File: src/rtl/core/iia_pkg.sv
// ----------------------------------------------------------------------------
// Iterative integer ALU package
// Opcodes, controller states and the command and status bundles that link
// the controller with the datapath.
// ----------------------------------------------------------------------------
`default_nettype none

package iia_pkg;

  typedef enum logic [2:0] {
    OP_ADD,
    OP_SUB,
    OP_MUL,
    OP_DIV,
    OP_MOD,
    OP_PRIME,
    OP_FACT,
    OP_POW
  } op_e;

  typedef enum logic [3:0] {
    ST_IDLE,
    ST_DISPATCH,
    ST_MUL_WAIT,
    ST_DIV_WAIT,
    ST_PRIME_START,
    ST_PRIME_WAIT,
    ST_FACT_START,
    ST_FACT_WAIT,
    ST_POW_CHECK,
    ST_POW_MUL_WAIT,
    ST_POW_SQ_START,
    ST_POW_SQ_WAIT,
    ST_FINISH
  } state_e;

  typedef enum logic [3:0] {
    ACC_HOLD,
    ACC_ADD,
    ACC_SUB,
    ACC_ZERO,
    ACC_ONE,
    ACC_ALL_ONES,
    ACC_PROD,
    ACC_QUO,
    ACC_REM,
    ACC_DIVZ
  } acc_op_e;

  typedef enum logic [1:0] {
    MUL_A_B,
    MUL_ACC_CNT,
    MUL_ACC_A,
    MUL_A_A
  } mul_sel_e;

  typedef enum logic {
    DIV_B,
    DIV_CNT
  } div_sel_e;

  typedef enum logic [1:0] {
    CNT_HOLD,
    CNT_TWO,
    CNT_INC
  } cnt_op_e;

  typedef struct packed {
    logic     load;
    acc_op_e  acc_op;
    logic     mul_start;
    mul_sel_e mul_sel;
    logic     div_start;
    div_sel_e div_sel;
    cnt_op_e  cnt_op;
    logic     a_square;
    logic     b_shift;
  } cmd_t;

  typedef struct packed {
    logic a_le_one;
    logic a_is_one;
    logic a_is_neg_one;
    logic b_zero;
    logic b_neg;
    logic b_odd;
    logic mul_done;
    logic div_done;
    logic prime_stop;
    logic rem_zero;
    logic prod_zero;
    logic cnt_eq_a;
  } sts_t;

endpackage

`default_nettype wire

File: src/rtl/core/iia_mul.sv
// ----------------------------------------------------------------------------
// Iterative multiplier
// Shift-and-add multiplier that keeps the low product bits. It takes one
// multiplier bit per cycle and stops as soon as the remaining bits are zero.
// ----------------------------------------------------------------------------
`default_nettype none

module iia_mul #(
  parameter int DATA_WIDTH = 32
) (
  input  wire logic                  clk_i,
  input  wire logic                  rst_ni,
  input  wire logic                  start_i,
  input  wire logic [DATA_WIDTH-1:0] mcand_i,
  input  wire logic [DATA_WIDTH-1:0] mplier_i,
  output logic                       done_o,
  output logic [DATA_WIDTH-1:0]      prod_o
);

  logic                  busy_q;
  logic [DATA_WIDTH-1:0] mcand_q;
  logic [DATA_WIDTH-1:0] mplier_q;
  logic [DATA_WIDTH-1:0] prod_q;

  assign done_o = busy_q && (mplier_q == '0);
  assign prod_o = prod_q;

  always_ff @(posedge clk_i or negedge rst_ni) begin
    if (!rst_ni) begin
      busy_q <= 1'b0;
    end else if (start_i) begin
      busy_q <= 1'b1;
    end else if (done_o) begin
      busy_q <= 1'b0;
    end
  end

  always_ff @(posedge clk_i) begin
    if (start_i) begin
      mcand_q  <= mcand_i;
      mplier_q <= mplier_i;
      prod_q   <= '0;
    end else if (busy_q && (mplier_q != '0)) begin
      if (mplier_q[0]) begin
        prod_q <= prod_q + mcand_q;
      end
      mcand_q  <= {mcand_q[DATA_WIDTH-2:0], 1'b0};
      mplier_q <= {1'b0, mplier_q[DATA_WIDTH-1:1]};
    end
  end

endmodule

`default_nettype wire

File: src/rtl/core/iia_div.sv
// ----------------------------------------------------------------------------
// Iterative divider
// Restoring unsigned divider that produces one quotient bit per cycle and
// leaves the quotient and the remainder in its registers.
// ----------------------------------------------------------------------------
`default_nettype none

module iia_div #(
  parameter int DATA_WIDTH = 32
) (
  input  wire logic                  clk_i,
  input  wire logic                  rst_ni,
  input  wire logic                  start_i,
  input  wire logic [DATA_WIDTH-1:0] dividend_i,
  input  wire logic [DATA_WIDTH-1:0] divisor_i,
  output logic                       done_o,
  output logic [DATA_WIDTH-1:0]      quo_o,
  output logic [DATA_WIDTH-1:0]      rem_o
);

  localparam int CntW = $clog2(DATA_WIDTH + 1);

  logic                  busy_q;
  logic [CntW-1:0]       cnt_q;
  logic [DATA_WIDTH-1:0] rem_q;
  logic [DATA_WIDTH-1:0] quo_q;
  logic [DATA_WIDTH-1:0] dvs_q;
  logic [DATA_WIDTH:0]   trial;
  logic [DATA_WIDTH:0]   diff;
  logic                  ge;

  assign trial  = {rem_q, quo_q[DATA_WIDTH-1]};
  assign diff   = trial - {1'b0, dvs_q};
  assign ge     = trial >= {1'b0, dvs_q};
  assign done_o = busy_q && (cnt_q == '0);
  assign quo_o  = quo_q;
  assign rem_o  = rem_q;

  always_ff @(posedge clk_i or negedge rst_ni) begin
    if (!rst_ni) begin
      busy_q <= 1'b0;
      cnt_q  <= '0;
    end else if (start_i) begin
      busy_q <= 1'b1;
      cnt_q  <= CntW'(DATA_WIDTH);
    end else if (done_o) begin
      busy_q <= 1'b0;
    end else if (busy_q) begin
      cnt_q <= cnt_q - CntW'(1);
    end
  end

  always_ff @(posedge clk_i) begin
    if (start_i) begin
      rem_q <= '0;
      quo_q <= dividend_i;
      dvs_q <= divisor_i;
    end else if (busy_q && (cnt_q != '0)) begin
      rem_q <= ge ? diff[DATA_WIDTH-1:0] : trial[DATA_WIDTH-1:0];
      quo_q <= {quo_q[DATA_WIDTH-2:0], ge};
    end
  end

endmodule

`default_nettype wire

File: src/rtl/core/iia_datapath.sv
// ----------------------------------------------------------------------------
// Iterative integer ALU datapath
// Operand, accumulator and counter registers around one shared multiplier
// and one shared divider, driven by the controller's command bundle.
// ----------------------------------------------------------------------------
`default_nettype none

module iia_datapath #(
  parameter int DATA_WIDTH = 32
) (
  input  wire logic                  clk_i,
  input  wire logic                  rst_ni,
  input  wire logic [DATA_WIDTH-1:0] operand_a_i,
  input  wire logic [DATA_WIDTH-1:0] operand_b_i,
  input  wire iia_pkg::cmd_t         cmd_i,
  output iia_pkg::sts_t              sts_o,
  output logic [DATA_WIDTH-1:0]      result_o,
  output logic                       status_o
);

  logic [DATA_WIDTH-1:0] a_q;
  logic [DATA_WIDTH-1:0] b_q;
  logic [DATA_WIDTH-1:0] acc_q;
  logic [DATA_WIDTH-1:0] cnt_q;
  logic                  st_q;

  logic [DATA_WIDTH-1:0] mag_a;
  logic [DATA_WIDTH-1:0] mag_b;
  logic [DATA_WIDTH-1:0] mcand;
  logic [DATA_WIDTH-1:0] mplier;
  logic [DATA_WIDTH-1:0] divisor;
  logic [DATA_WIDTH-1:0] prod;
  logic [DATA_WIDTH-1:0] quo;
  logic [DATA_WIDTH-1:0] rem;
  logic                  mul_done;
  logic                  div_done;

  assign mag_a = a_q[DATA_WIDTH-1] ? ('0 - a_q) : a_q;
  assign mag_b = b_q[DATA_WIDTH-1] ? ('0 - b_q) : b_q;

  always_comb begin
    case (cmd_i.mul_sel)
      iia_pkg::MUL_A_B: begin
        mcand  = a_q;
        mplier = b_q;
      end
      iia_pkg::MUL_ACC_CNT: begin
        mcand  = acc_q;
        mplier = cnt_q;
      end
      iia_pkg::MUL_ACC_A: begin
        mcand  = acc_q;
        mplier = a_q;
      end
      default: begin
        mcand  = a_q;
        mplier = a_q;
      end
    endcase
  end

  assign divisor = (cmd_i.div_sel == iia_pkg::DIV_CNT) ? cnt_q : mag_b;

  iia_mul #(
    .DATA_WIDTH(DATA_WIDTH)
  ) u_mul (
    .clk_i    (clk_i),
    .rst_ni   (rst_ni),
    .start_i  (cmd_i.mul_start),
    .mcand_i  (mcand),
    .mplier_i (mplier),
    .done_o   (mul_done),
    .prod_o   (prod)
  );

  iia_div #(
    .DATA_WIDTH(DATA_WIDTH)
  ) u_div (
    .clk_i      (clk_i),
    .rst_ni     (rst_ni),
    .start_i    (cmd_i.div_start),
    .dividend_i (mag_a),
    .divisor_i  (divisor),
    .done_o     (div_done),
    .quo_o      (quo),
    .rem_o      (rem)
  );

  always_ff @(posedge clk_i) begin
    if (cmd_i.load) begin
      a_q  <= operand_a_i;
      b_q  <= operand_b_i;
      st_q <= 1'b0;
    end else begin
      if (cmd_i.a_square) begin
        a_q <= prod;
      end
      if (cmd_i.b_shift) begin
        b_q <= {1'b0, b_q[DATA_WIDTH-1:1]};
      end
      if (cmd_i.acc_op == iia_pkg::ACC_DIVZ) begin
        st_q <= 1'b1;
      end
    end

    case (cmd_i.acc_op)
      iia_pkg::ACC_ADD:      acc_q <= a_q + b_q;
      iia_pkg::ACC_SUB:      acc_q <= a_q - b_q;
      iia_pkg::ACC_ZERO:     acc_q <= '0;
      iia_pkg::ACC_ONE:      acc_q <= DATA_WIDTH'(1);
      iia_pkg::ACC_ALL_ONES: acc_q <= '1;
      iia_pkg::ACC_PROD:     acc_q <= prod;
      iia_pkg::ACC_QUO: begin
        acc_q <= (a_q[DATA_WIDTH-1] ^ b_q[DATA_WIDTH-1]) ? ('0 - quo) : quo;
      end
      iia_pkg::ACC_REM:      acc_q <= a_q[DATA_WIDTH-1] ? ('0 - rem) : rem;
      iia_pkg::ACC_DIVZ:     acc_q <= '0;
      default:               acc_q <= acc_q;
    endcase

    case (cmd_i.cnt_op)
      iia_pkg::CNT_TWO: cnt_q <= DATA_WIDTH'(2);
      iia_pkg::CNT_INC: cnt_q <= cnt_q + DATA_WIDTH'(1);
      default:          cnt_q <= cnt_q;
    endcase
  end

  always_comb begin
    sts_o              = '0;
    sts_o.a_le_one     = a_q[DATA_WIDTH-1] || (a_q[DATA_WIDTH-1:1] == '0);
    sts_o.a_is_one     = (a_q == DATA_WIDTH'(1));
    sts_o.a_is_neg_one = &a_q;
    sts_o.b_zero       = (b_q == '0);
    sts_o.b_neg        = b_q[DATA_WIDTH-1];
    sts_o.b_odd        = b_q[0];
    sts_o.mul_done     = mul_done;
    sts_o.div_done     = div_done;
    sts_o.prime_stop   = (cnt_q > quo);
    sts_o.rem_zero     = (rem == '0);
    sts_o.prod_zero    = (prod == '0);
    sts_o.cnt_eq_a     = (cnt_q == a_q);
  end

  assign result_o = acc_q;
  assign status_o = st_q;

endmodule

`default_nettype wire

File: src/rtl/core/iia_ctrl.sv
// ----------------------------------------------------------------------------
// Iterative integer ALU controller
// State machine that takes a beat, sequences the shared multiplier and
// divider where the selected operation needs them and hands the result to the output.
// ----------------------------------------------------------------------------
`default_nettype none

module iia_ctrl (
  input  wire logic          clk_i,
  input  wire logic          rst_ni,
  input  wire logic          in_valid_i,
  output logic               in_ready_o,
  input  wire logic [2:0]    opcode_i,
  input  wire logic          out_free_i,
  output logic               out_load_o,
  input  wire iia_pkg::sts_t sts_i,
  output iia_pkg::cmd_t      cmd_o
);

  iia_pkg::state_e state_q;
  iia_pkg::state_e state_d;
  iia_pkg::op_e    op_q;
  iia_pkg::op_e    op_d;

  always_ff @(posedge clk_i or negedge rst_ni) begin
    if (!rst_ni) begin
      state_q <= iia_pkg::ST_IDLE;
      op_q    <= iia_pkg::OP_ADD;
    end else begin
      state_q <= state_d;
      op_q    <= op_d;
    end
  end

  always_comb begin
    state_d    = state_q;
    op_d       = op_q;
    cmd_o      = '0;
    out_load_o = 1'b0;
    in_ready_o = 1'b0;

    unique case (state_q)
      iia_pkg::ST_IDLE: begin
        in_ready_o = 1'b1;
        if (in_valid_i) begin
          cmd_o.load = 1'b1;
          op_d       = iia_pkg::op_e'(opcode_i);
          state_d    = iia_pkg::ST_DISPATCH;
        end
      end

      iia_pkg::ST_DISPATCH: begin
        unique case (op_q)
          iia_pkg::OP_ADD: begin
            cmd_o.acc_op = iia_pkg::ACC_ADD;
            state_d      = iia_pkg::ST_FINISH;
          end
          iia_pkg::OP_SUB: begin
            cmd_o.acc_op = iia_pkg::ACC_SUB;
            state_d      = iia_pkg::ST_FINISH;
          end
          iia_pkg::OP_MUL: begin
            cmd_o.mul_start = 1'b1;
            cmd_o.mul_sel   = iia_pkg::MUL_A_B;
            state_d         = iia_pkg::ST_MUL_WAIT;
          end
          iia_pkg::OP_DIV, iia_pkg::OP_MOD: begin
            if (sts_i.b_zero) begin
              cmd_o.acc_op = iia_pkg::ACC_DIVZ;
              state_d      = iia_pkg::ST_FINISH;
            end else begin
              cmd_o.div_start = 1'b1;
              cmd_o.div_sel   = iia_pkg::DIV_B;
              state_d         = iia_pkg::ST_DIV_WAIT;
            end
          end
          iia_pkg::OP_PRIME: begin
            if (sts_i.a_le_one) begin
              cmd_o.acc_op = iia_pkg::ACC_ZERO;
              state_d      = iia_pkg::ST_FINISH;
            end else begin
              cmd_o.cnt_op = iia_pkg::CNT_TWO;
              state_d      = iia_pkg::ST_PRIME_START;
            end
          end
          iia_pkg::OP_FACT: begin
            cmd_o.acc_op = iia_pkg::ACC_ONE;
            if (sts_i.a_le_one) begin
              state_d = iia_pkg::ST_FINISH;
            end else begin
              cmd_o.cnt_op = iia_pkg::CNT_TWO;
              state_d      = iia_pkg::ST_FACT_START;
            end
          end
          default: begin
            if (sts_i.b_neg) begin
              if (sts_i.a_is_one) begin
                cmd_o.acc_op = iia_pkg::ACC_ONE;
              end else if (sts_i.a_is_neg_one) begin
                cmd_o.acc_op = sts_i.b_odd ? iia_pkg::ACC_ALL_ONES : iia_pkg::ACC_ONE;
              end else begin
                cmd_o.acc_op = iia_pkg::ACC_ZERO;
              end
              state_d = iia_pkg::ST_FINISH;
            end else begin
              cmd_o.acc_op = iia_pkg::ACC_ONE;
              state_d      = iia_pkg::ST_POW_CHECK;
            end
          end
        endcase
      end

      iia_pkg::ST_MUL_WAIT: begin
        if (sts_i.mul_done) begin
          cmd_o.acc_op = iia_pkg::ACC_PROD;
          state_d      = iia_pkg::ST_FINISH;
        end
      end

      iia_pkg::ST_DIV_WAIT: begin
        if (sts_i.div_done) begin
          cmd_o.acc_op = (op_q == iia_pkg::OP_DIV) ? iia_pkg::ACC_QUO : iia_pkg::ACC_REM;
          state_d      = iia_pkg::ST_FINISH;
        end
      end

      iia_pkg::ST_PRIME_START: begin
        cmd_o.div_start = 1'b1;
        cmd_o.div_sel   = iia_pkg::DIV_CNT;
        state_d         = iia_pkg::ST_PRIME_WAIT;
      end

      iia_pkg::ST_PRIME_WAIT: begin
        if (sts_i.div_done) begin
          if (sts_i.prime_stop) begin
            cmd_o.acc_op = iia_pkg::ACC_ONE;
            state_d      = iia_pkg::ST_FINISH;
          end else if (sts_i.rem_zero) begin
            cmd_o.acc_op = iia_pkg::ACC_ZERO;
            state_d      = iia_pkg::ST_FINISH;
          end else begin
            cmd_o.cnt_op = iia_pkg::CNT_INC;
            state_d      = iia_pkg::ST_PRIME_START;
          end
        end
      end

      iia_pkg::ST_FACT_START: begin
        cmd_o.mul_start = 1'b1;
        cmd_o.mul_sel   = iia_pkg::MUL_ACC_CNT;
        state_d         = iia_pkg::ST_FACT_WAIT;
      end

      iia_pkg::ST_FACT_WAIT: begin
        if (sts_i.mul_done) begin
          cmd_o.acc_op = iia_pkg::ACC_PROD;
          if (sts_i.prod_zero || sts_i.cnt_eq_a) begin
            state_d = iia_pkg::ST_FINISH;
          end else begin
            cmd_o.cnt_op = iia_pkg::CNT_INC;
            state_d      = iia_pkg::ST_FACT_START;
          end
        end
      end

      iia_pkg::ST_POW_CHECK: begin
        if (sts_i.b_zero) begin
          state_d = iia_pkg::ST_FINISH;
        end else if (sts_i.b_odd) begin
          cmd_o.mul_start = 1'b1;
          cmd_o.mul_sel   = iia_pkg::MUL_ACC_A;
          state_d         = iia_pkg::ST_POW_MUL_WAIT;
        end else begin
          state_d = iia_pkg::ST_POW_SQ_START;
        end
      end

      iia_pkg::ST_POW_MUL_WAIT: begin
        if (sts_i.mul_done) begin
          cmd_o.acc_op = iia_pkg::ACC_PROD;
          state_d      = iia_pkg::ST_POW_SQ_START;
        end
      end

      iia_pkg::ST_POW_SQ_START: begin
        cmd_o.mul_start = 1'b1;
        cmd_o.mul_sel   = iia_pkg::MUL_A_A;
        state_d         = iia_pkg::ST_POW_SQ_WAIT;
      end

      iia_pkg::ST_POW_SQ_WAIT: begin
        if (sts_i.mul_done) begin
          cmd_o.a_square = 1'b1;
          cmd_o.b_shift  = 1'b1;
          state_d        = iia_pkg::ST_POW_CHECK;
        end
      end

      iia_pkg::ST_FINISH: begin
        if (out_free_i) begin
          out_load_o = 1'b1;
          state_d    = iia_pkg::ST_IDLE;
        end
      end

      default: begin
        state_d = iia_pkg::ST_IDLE;
      end
    endcase
  end

endmodule

`default_nettype wire

File: src/rtl/core/iterative_integer_alu.sv
// ----------------------------------------------------------------------------
// Iterative integer ALU: add and subtract need no iterative unit.
// Multiply and divide each run once on the shared units;
// prime, factorial and power repeat them a data-dependent number of times.
// One beat is in work at a time; the next can be accepted in the cycle after
// the result is loaded.
// Reset clears the controller and valid flag.
// ----------------------------------------------------------------------------
`default_nettype none

module iterative_integer_alu #(
  parameter int DATA_WIDTH = 32
) (
  input  wire logic                  clk_i,
  input  wire logic                  rst_ni,
  input  wire logic                  in_valid_i,
  output logic                       in_ready_o,
  input  wire logic [2:0]            opcode_i,
  input  wire logic [DATA_WIDTH-1:0] operand_a_i,
  input  wire logic [DATA_WIDTH-1:0] operand_b_i,
  output logic                       out_valid_o,
  input  wire logic                  out_ready_i,
  output logic [DATA_WIDTH-1:0]      result_o,
  output logic                       status_o
);

  iia_pkg::cmd_t         cmd;
  iia_pkg::sts_t         sts;
  logic                  out_free;
  logic                  out_load;
  logic [DATA_WIDTH-1:0] dp_result;
  logic                  dp_status;
  logic                  out_valid_q;
  logic [DATA_WIDTH-1:0] result_q;
  logic                  status_q;

  assign out_free = !out_valid_q || out_ready_i;

  iia_ctrl u_ctrl (
    .clk_i      (clk_i),
    .rst_ni     (rst_ni),
    .in_valid_i (in_valid_i),
    .in_ready_o (in_ready_o),
    .opcode_i   (opcode_i),
    .out_free_i (out_free),
    .out_load_o (out_load),
    .sts_i      (sts),
    .cmd_o      (cmd)
  );

  iia_datapath #(
    .DATA_WIDTH(DATA_WIDTH)
  ) u_datapath (
    .clk_i       (clk_i),
    .rst_ni      (rst_ni),
    .operand_a_i (operand_a_i),
    .operand_b_i (operand_b_i),
    .cmd_i       (cmd),
    .sts_o       (sts),
    .result_o    (dp_result),
    .status_o    (dp_status)
  );

  always_ff @(posedge clk_i or negedge rst_ni) begin
    if (!rst_ni) begin
      out_valid_q <= 1'b0;
    end else if (out_load) begin
      out_valid_q <= 1'b1;
    end else if (out_ready_i) begin
      out_valid_q <= 1'b0;
    end
  end

  always_ff @(posedge clk_i) begin
    if (out_load) begin
      result_q <= dp_result;
      status_q <= dp_status;
    end
  end

  assign out_valid_o = out_valid_q;
  assign result_o    = result_q;
  assign status_o    = status_q;

  a_divz_result_zero: assert property (@(posedge clk_i) disable iff (!rst_ni)
    (out_valid_o && status_o) |-> (result_o == '0))
    else $error("division by zero result is not zero");

  a_busy_after_accept: assert property (@(posedge clk_i) disable iff (!rst_ni)
    (in_valid_i && in_ready_o) |=> !in_ready_o)
    else $error("ready stayed high after an accepted beat");

  a_result_from_work: assert property (@(posedge clk_i) disable iff (!rst_ni)
    $rose(out_valid_o) |-> !$past(in_ready_o))
    else $error("result appeared without any work in progress");

endmodule

`default_nettype wire
File: config.mk
export PLATFORM = sky130hd
export DESIGN_NAME = iterative_integer_alu
export DESIGN_NICKNAME = d
export VERILOG_FILES = /design/src/rtl/core/iia_pkg.sv /design/src/rtl/core/iia_mul.sv /design/src/rtl/core/iia_div.sv /design/src/rtl/core/iia_datapath.sv /design/src/rtl/core/iia_ctrl.sv /design/src/rtl/core/iterative_integer_alu.sv
export SDC_FILE = /design/constraint.sdc
export NUM_CORES = 1
export LEC_CHECK = 0
export BUFFER_PORTS_ARGS = -buffer_cell sky130_fd_sc_hd__buf_2
export CAP_MARGIN = 5
export CORE_MARGIN = 3
export CORE_UTILIZATION = 50
export DETAILED_ROUTE_END_ITERATION = 8
export PLACE_DENSITY = 0.75
export SYNTH_ARGS = -nofsm -noshare
export SYNTH_HDL_FRONTEND = slang
export SYNTH_SLANG_ARGS = --single-unit
File: constraint.sdc
create_clock -name clk_i -period 7.7 [get_ports clk_i]
set_input_delay 0.77 -clock clk_i [delete_from_list [all_inputs] [get_ports clk_i]]
set_output_delay 0.77 -clock clk_i [all_outputs]
set_load 0.005 [all_outputs]
==> impl_metrics.tcl, run 1 <==
set metrics [dict create \
    synthDistinctLibCells 81 \
    antenna_found_initial 4 \
    cts_hold_buffers 0 \
    grt_first_pass_wirelength_um 150600 \
    fillers 4691 \
    status "complete, no violations" \
    fin_area_um2 28950 \
    clk_pin_slew_worst_paths_ps 60 \
    ys_warn_count 0 \
    hold_violations 0 \
    drv_slew 0 \
    netlist_instances 3055 \
    clkSinkCount 370 \
    first_pass_iters 6 \
    dp_hpwl_um 77550 \
    vias_per_cell 6.488 \
    r2r_cells 22 \
    crit_arrival_ps 7130 \
    slew-limit-headroom_pct 19.74 \
    crit_start "u_datapath.b_q[0]" \
    crit_path_top_delay_cell "a211oi_1" \
    endpoint "u_datapath.result_o[29]" \
    grt_max_degree 65 \
    netlist_top_cells_area "edfxtp_1 33%, nand2_1 7.8%, ha_1 6.5%" \
    critPathKind "register to register" \
    min_period_over_period_pct 88.39 \
    yosysMostFrequentCell "nand2_1" \
    wl_per_cell_um 26.94 \
    io_buffers 105 \
    grt_pass1_vias 23130 \
    grt_setup_unrepaired "no" \
    routabilityCongestion 1.056 \
    die_h_um 235.8 \
    drt-met1-wl_um 41480 \
    holdCritPathClass "primary input to asynchronous set/reset pin" \
    wl_met3_um 10300 \
    clock_latency_ps 590 \
    drtIter0Drc 3256 \
    postPlaceCellArea_um2 27470 \
    reg2reg_from "u_datapath.b_q[0]" \
    dieArea_um2 55580 \
    drc 0 \
    root_buffer "clkbuf_16" \
    yosysSeqAreaShare_pct 39.33 \
    yosys.area.top_type "edfxtp_1" \
    r2r_end "u_datapath.result_o[29]" \
    postCtsSetupRepairBufs 0 \
    initial_core_util_pct 51.04 \
    num_rows 83 \
    ys.flop_type "edfxtp_1" \
    synth_edf_count 289 \
    finalClockSkew_ps 19.83 \
    crit_chain "inv_1 -> ha_1 -> or3b_2 -> nor3_2 -> nand4_2 -> o221a_2 -> a211oi_2 -> or3_1 -> a21o_1 -> inv_1 -> ha_1 -> nor2b_1 -> o31a_1 -> o311a_1 -> a211oi_1 -> buf_4 -> o221a_2 -> and4b_1 -> nor2_1 -> a31oi_1 -> xor2_1 -> a21oi_1" \
    yosys_register_bits 370 \
    met2WireLength_um 44760 \
    htreeDepth 2 \
    ctsResizeCount 0 \
    syn_area_um2 26390 \
    routed_wl_um 101900 \
    dr.max_layer_used "met5" \
    synthArstFlopShare_pct 4.324 \
    cts_buffers 43 \
    end_kind "register" \
    synth_commonest_cells "548 x nand2_1, 293 x o21ai_0, 289 x edfxtp_1" \
    setup_viol 0 \
    grt-ovfl-total 0 \
    ant_nets 0 \
    postSynthAreaPerCell_um2 8.640 \
    critPathMaxFanout 10 \
    vias 24530 \
    reg2reg_slack_ps 890 \
    p_per_area_nw_per_um2 426.6 \
    power_w 0.01235 \
    coreArea_um2 51720 \
    yosys.area.top_type_share_pct 32.88 \
    peakVddDrop_mv 0.2170 \
    fmax_mhz 146.9 \
    cp-start-kind "register" \
    cts_max_path_buffers 3 \
    track_usage_pct 35.72 \
    io_pins 106 \
    tightest_slew_ps 1188 \
    post-route-min-period_ps 6806 \
    p_leak_nw 11.66 \
    tritoncts "built" \
    critPathMaxStageDelay_ps 580 \
    final.setup.tns_ps 0 \
    area_growth_pct 9.685 \
    nets 3277 \
    cap_violations 0 \
    required_ps 8020 \
    syn_nets 3267 \
    die_x_um 235.8 \
    holdWs_ps 108.8 \
    drive_gt1_share_pct 8.971 \
]
report_power, final:
part           total [W]  internal (W)  switching [W]
registers        0.00394       0.00310       0.000838
logic            0.00626       0.00229        0.00397
clock network    0.00215       0.00126       0.000892
total             0.0124       0.00665        0.00570
worst min path at each step:
stage / to / startpoint / depth (start not counted) / slack [ps]
global placement: result_o[18] / u_datapath.result_o[18] / 0 / 440
global route: u_datapath.u_div.busy_q / rst_ni / 1 / 130
floorplan: status_o / u_datapath.status_o / 0 / 410
detailed placement: result_o[3] / u_datapath.result_o[3] / 0 / 440
CTS: u_datapath.u_div.cnt_q[2] / rst_ni / 1 / 110
finish: out_valid_o / rst_ni / 1 / 110
cells in the final DEF, fill, tap and decap left out, drive strengths merged, types with 107 or more instances in the layout:
cell type,synthesis,layout
nand2,548,548
o21ai,293,293
edfxtp,289,289
a21oi,188,188
nor2,168,168
buf,31,156
xor2,150,150
ha,138,138
xnor2,129,129
inv,106,107
per-stage QoR:
stage	setup slack [ps]	instances	utilization (%)
3_3_place_gp	1191	3700	53.12
5_1_grt	690.7	3779	55.97
3_5_place_dp	1078	3700	53.12
6_report	894.2	3781	55.98
2_1_floorplan	2219	3055	-
4_1_cts	1062	3779	55.97
critical path, delay by kind of cell (launching register included):
kind,cells,cell delay (ps)
flip-flops,1,530
adder cells (fa/ha/maj),2,530
AND/OR/NAND/NOR,7,2190
XOR/XNOR,1,180
AO/OA/AOI/OAI,9,2580
buffers and inverters,3,540
cell families (layout without fill, tap and decap cells):
logic type | after synthesis | count (layout) | share of synthesized area, %
adders and majority gates | 141 | 141 | 6.769
other | 0 | 2 | 0
buffers and inverters | 299 | 343 | 4.413
muxes | 63 | 63 | 2.394
and+or+nand+nor | 1090 | 1090 | 18.97
xor gates and xnor gates | 279 | 279 | 9.258
DFF | 370 | 370 | 39.33
AOI/OAI and AO/OA | 813 | 813 | 18.87
layout make-up:
cell class / instances / area, um^2 / share of cell area [%]
multi-input cells: 2386 / 14930 / 51.57
flip-flops and latches: 370 / 10380 / 35.85
clock buffers: 55 / 1214 / 4.192
repair buffers: 156 / 908.4 / 3.138
well taps: 680 / 850.8 / 2.939
inverters: 108 / 405.4 / 1.400
clock inverters: 24 / 257.7 / 0.8903
diodes: 2 / 5.005 / 0.01729
routing by layer:
layer  up-vias  GRT usage, %
met2      1404         54.80
li1      11020             -
met1     11840         49.54
met4         2         16.41
met5         -             0
met3       266         5.940
No activity file was read; power rests on OpenSTA's default activity.
==> inputs of run 2 (changes only) <==
- CORE_UTILIZATION: 50 -> 44
- PLACE_DENSITY: 0.75 -> 0.68
- clock period: 7.7 -> 6.5 ns (I/O delays scaled with it)
==> impl_metrics.tcl, run 2 (same netlist as run 1, synthesis figures left out) <==
set metrics [dict create \
    postCtsSetupRepairBufs 0 \
    fin_cells 3942 \
    nets 3347 \
    cts_buffers 45 \
    setup_viol 0 \
    grt_pass1_vias 21970 \
    cts_max_path_buffers 3 \
    final.setup.tns_ps 0 \
    final_util_pct 50.10 \
    dp_cells 3861 \
    fmax_mhz 168.0 \
    fillers 5574 \
    area_growth_pct 12.24 \
    required_ps 6800 \
    min_period_over_period_pct 91.56 \
    grt_max_degree 137 \
    io_pins 106 \
    cts_hold_buffers 0 \
    dieArea_um2 62960 \
    tightest_slew_ps 1223 \
    clock_latency_ps 590 \
    io_buffers 105 \
    p_leak_nw 12.00 \
    routed_wl_um 93920 \
    finalClockSkew_ps 23.96 \
    drtIter0Drc 3058 \
    p_per_area_nw_per_um2 491.4 \
    first_pass_iters 6 \
    clkSinkCount 370 \
    crit_arrival_ps 6260 \
    drv_slew 0 \
    cap_violations 0 \
    peakVddDrop_mv 0.3147 \
    diodes 0 \
    dp_hpwl_um 70900 \
    wl_per_cell_um 23.83 \
    layout_commonest_cell "nand2_1" \
    ctsResizeCount 0 \
    routabilityCongestion 1.028 \
    grt_setup_unrepaired "no" \
    coreArea_um2 59130 \
    antenna_found_initial 0 \
    drc 0 \
    initial_core_util_pct 44.64 \
    critPathKind "register to register" \
    post-route-min-period_ps 5951 \
    die_x_um 250.9 \
    cp-start-kind "register" \
    vias_per_cell 6.126 \
    drive_gt1_share_pct 10.82 \
    critPathMaxStageDelay_ps 530 \
    num_rows 89 \
    tritoncts "built" \
    worst-path-buf-inv 4 \
    grt-ovfl-total 0 \
    hold_violations 0 \
    layout_common_cells "546 x nand2_1, 293 x o21ai_0, 289 x edfxtp_1, 186 x a21oi_1, 165 x nor2_1" \
    die_h_um 250.9 \
    grt_first_pass_wirelength_um 140100 \
    critPathTopFamily "simple AND/OR/NAND/NOR gates" \
    vias 24150 \
    path_common_cell "buf_4" \
    clk_pin_slew_worst_paths_ps 60 \
    track_usage_pct 29.15 \
    holdCritPathClass "primary input to asynchronous set/reset pin" \
    crit_path_top_delay_cell "or4b_1" \
    status "complete, no violations" \
    critPathMaxFanout 9 \
    end_kind "register" \
    htreeDepth 2 \
    slew-limit-headroom_pct 18.26 \
    root_buffer "clkbuf_16" \
    ant_nets 0 \
]
run 2: area by class of cell:
| type | count | area [um^2] | share of cell area (%) |
|---|---|---|---|
| Clock buffer | 54 | 1180 | 3.983 |
| Clock inverter | 27 | 339.1 | 1.145 |
| Inverter | 108 | 405.4 | 1.368 |
| Multi-Input combinational cell | 2386 | 14920 | 50.37 |
| Sequential cell | 370 | 10380 | 35.04 |
| Tap cell | 773 | 967.2 | 3.265 |
| Timing Repair Buffer | 224 | 1431 | 4.832 |
run 2: worst register-to-register path, stage by stage (launching register included):
cell and delay (ps):
dfxtp_1 340, inv_1 90, ha_1 180, or4b_1 530
nor3_2 370, and4_1 300, nand4_1 130, buf_4 180
nor3_1 370, or3_1 260, nor2_1 60, buf_4 180
nor2_1 130, xnor2_1 170, ha_1 320, o21a_1 200
o31a_1 140, o311a_1 300, a211oi_1 280, buf_4 190
o221a_2 210, and4b_1 230, o31ai_1 90, a21oi_1 190
xnor2_1 130, o211ai_1 100
run 2: final timing paths:
kind | startpoint | to | cells after the start | slack [ps]
min | rst_ni | u_datapath.u_div.cnt_q[2] | 1 | 20
max in group asynchronous | rst_ni | u_datapath.u_div.cnt_q[4] | 1 | 6170
max reg2reg | u_datapath.u_div.rem_o[0] | u_datapath.result_o[31] | 25 | 550
min in group clk_i | opcode_i[1] | u_ctrl.op_q[1] | 3 | 260
min reg2reg | u_datapath.status_o | status_o | 0 | 430
max | u_datapath.u_div.rem_o[0] | u_datapath.result_o[31] | 25 | 550
run 2: metrics by stage:
stage | power, W | setup WS [ps] | area, um^2 | hold WS (ps)
floorplan | 0.009413 | 1019 | 26390 | 354.4
global placement | 0.01167 | 856.2 | 28110 | 413.6
detailed placement | 0.01175 | 692.0 | 28110 | 422.7
CTS | 0.01442 | 656.7 | 29620 | 7.739
global route | 0.01550 | 140.9 | 29620 | 27.23
finish | 0.01456 | 548.5 | 29620 | 15.60
run 2: power by group:
part           internal (W)  switching, W  leakage, nW
combinational       0.00283       0.00465         7.78
sequential          0.00367      0.000760         3.51
clock               0.00158       0.00107        0.712
run 2: layer usage:
| layer | GRT usage [%] | routed length (um) | vias to the layer above |
|---|---|---|---|
| met3 | 4.738 | 10830 | 213 |
| li1 | - | - | 11160 |
| met5 | 0 | 0 | - |
| met4 | 14.65 | 5341 | 0 |
| met1 | 42.86 | 39700 | 11380 |
| met2 | 41.37 | 38060 | 1404 |
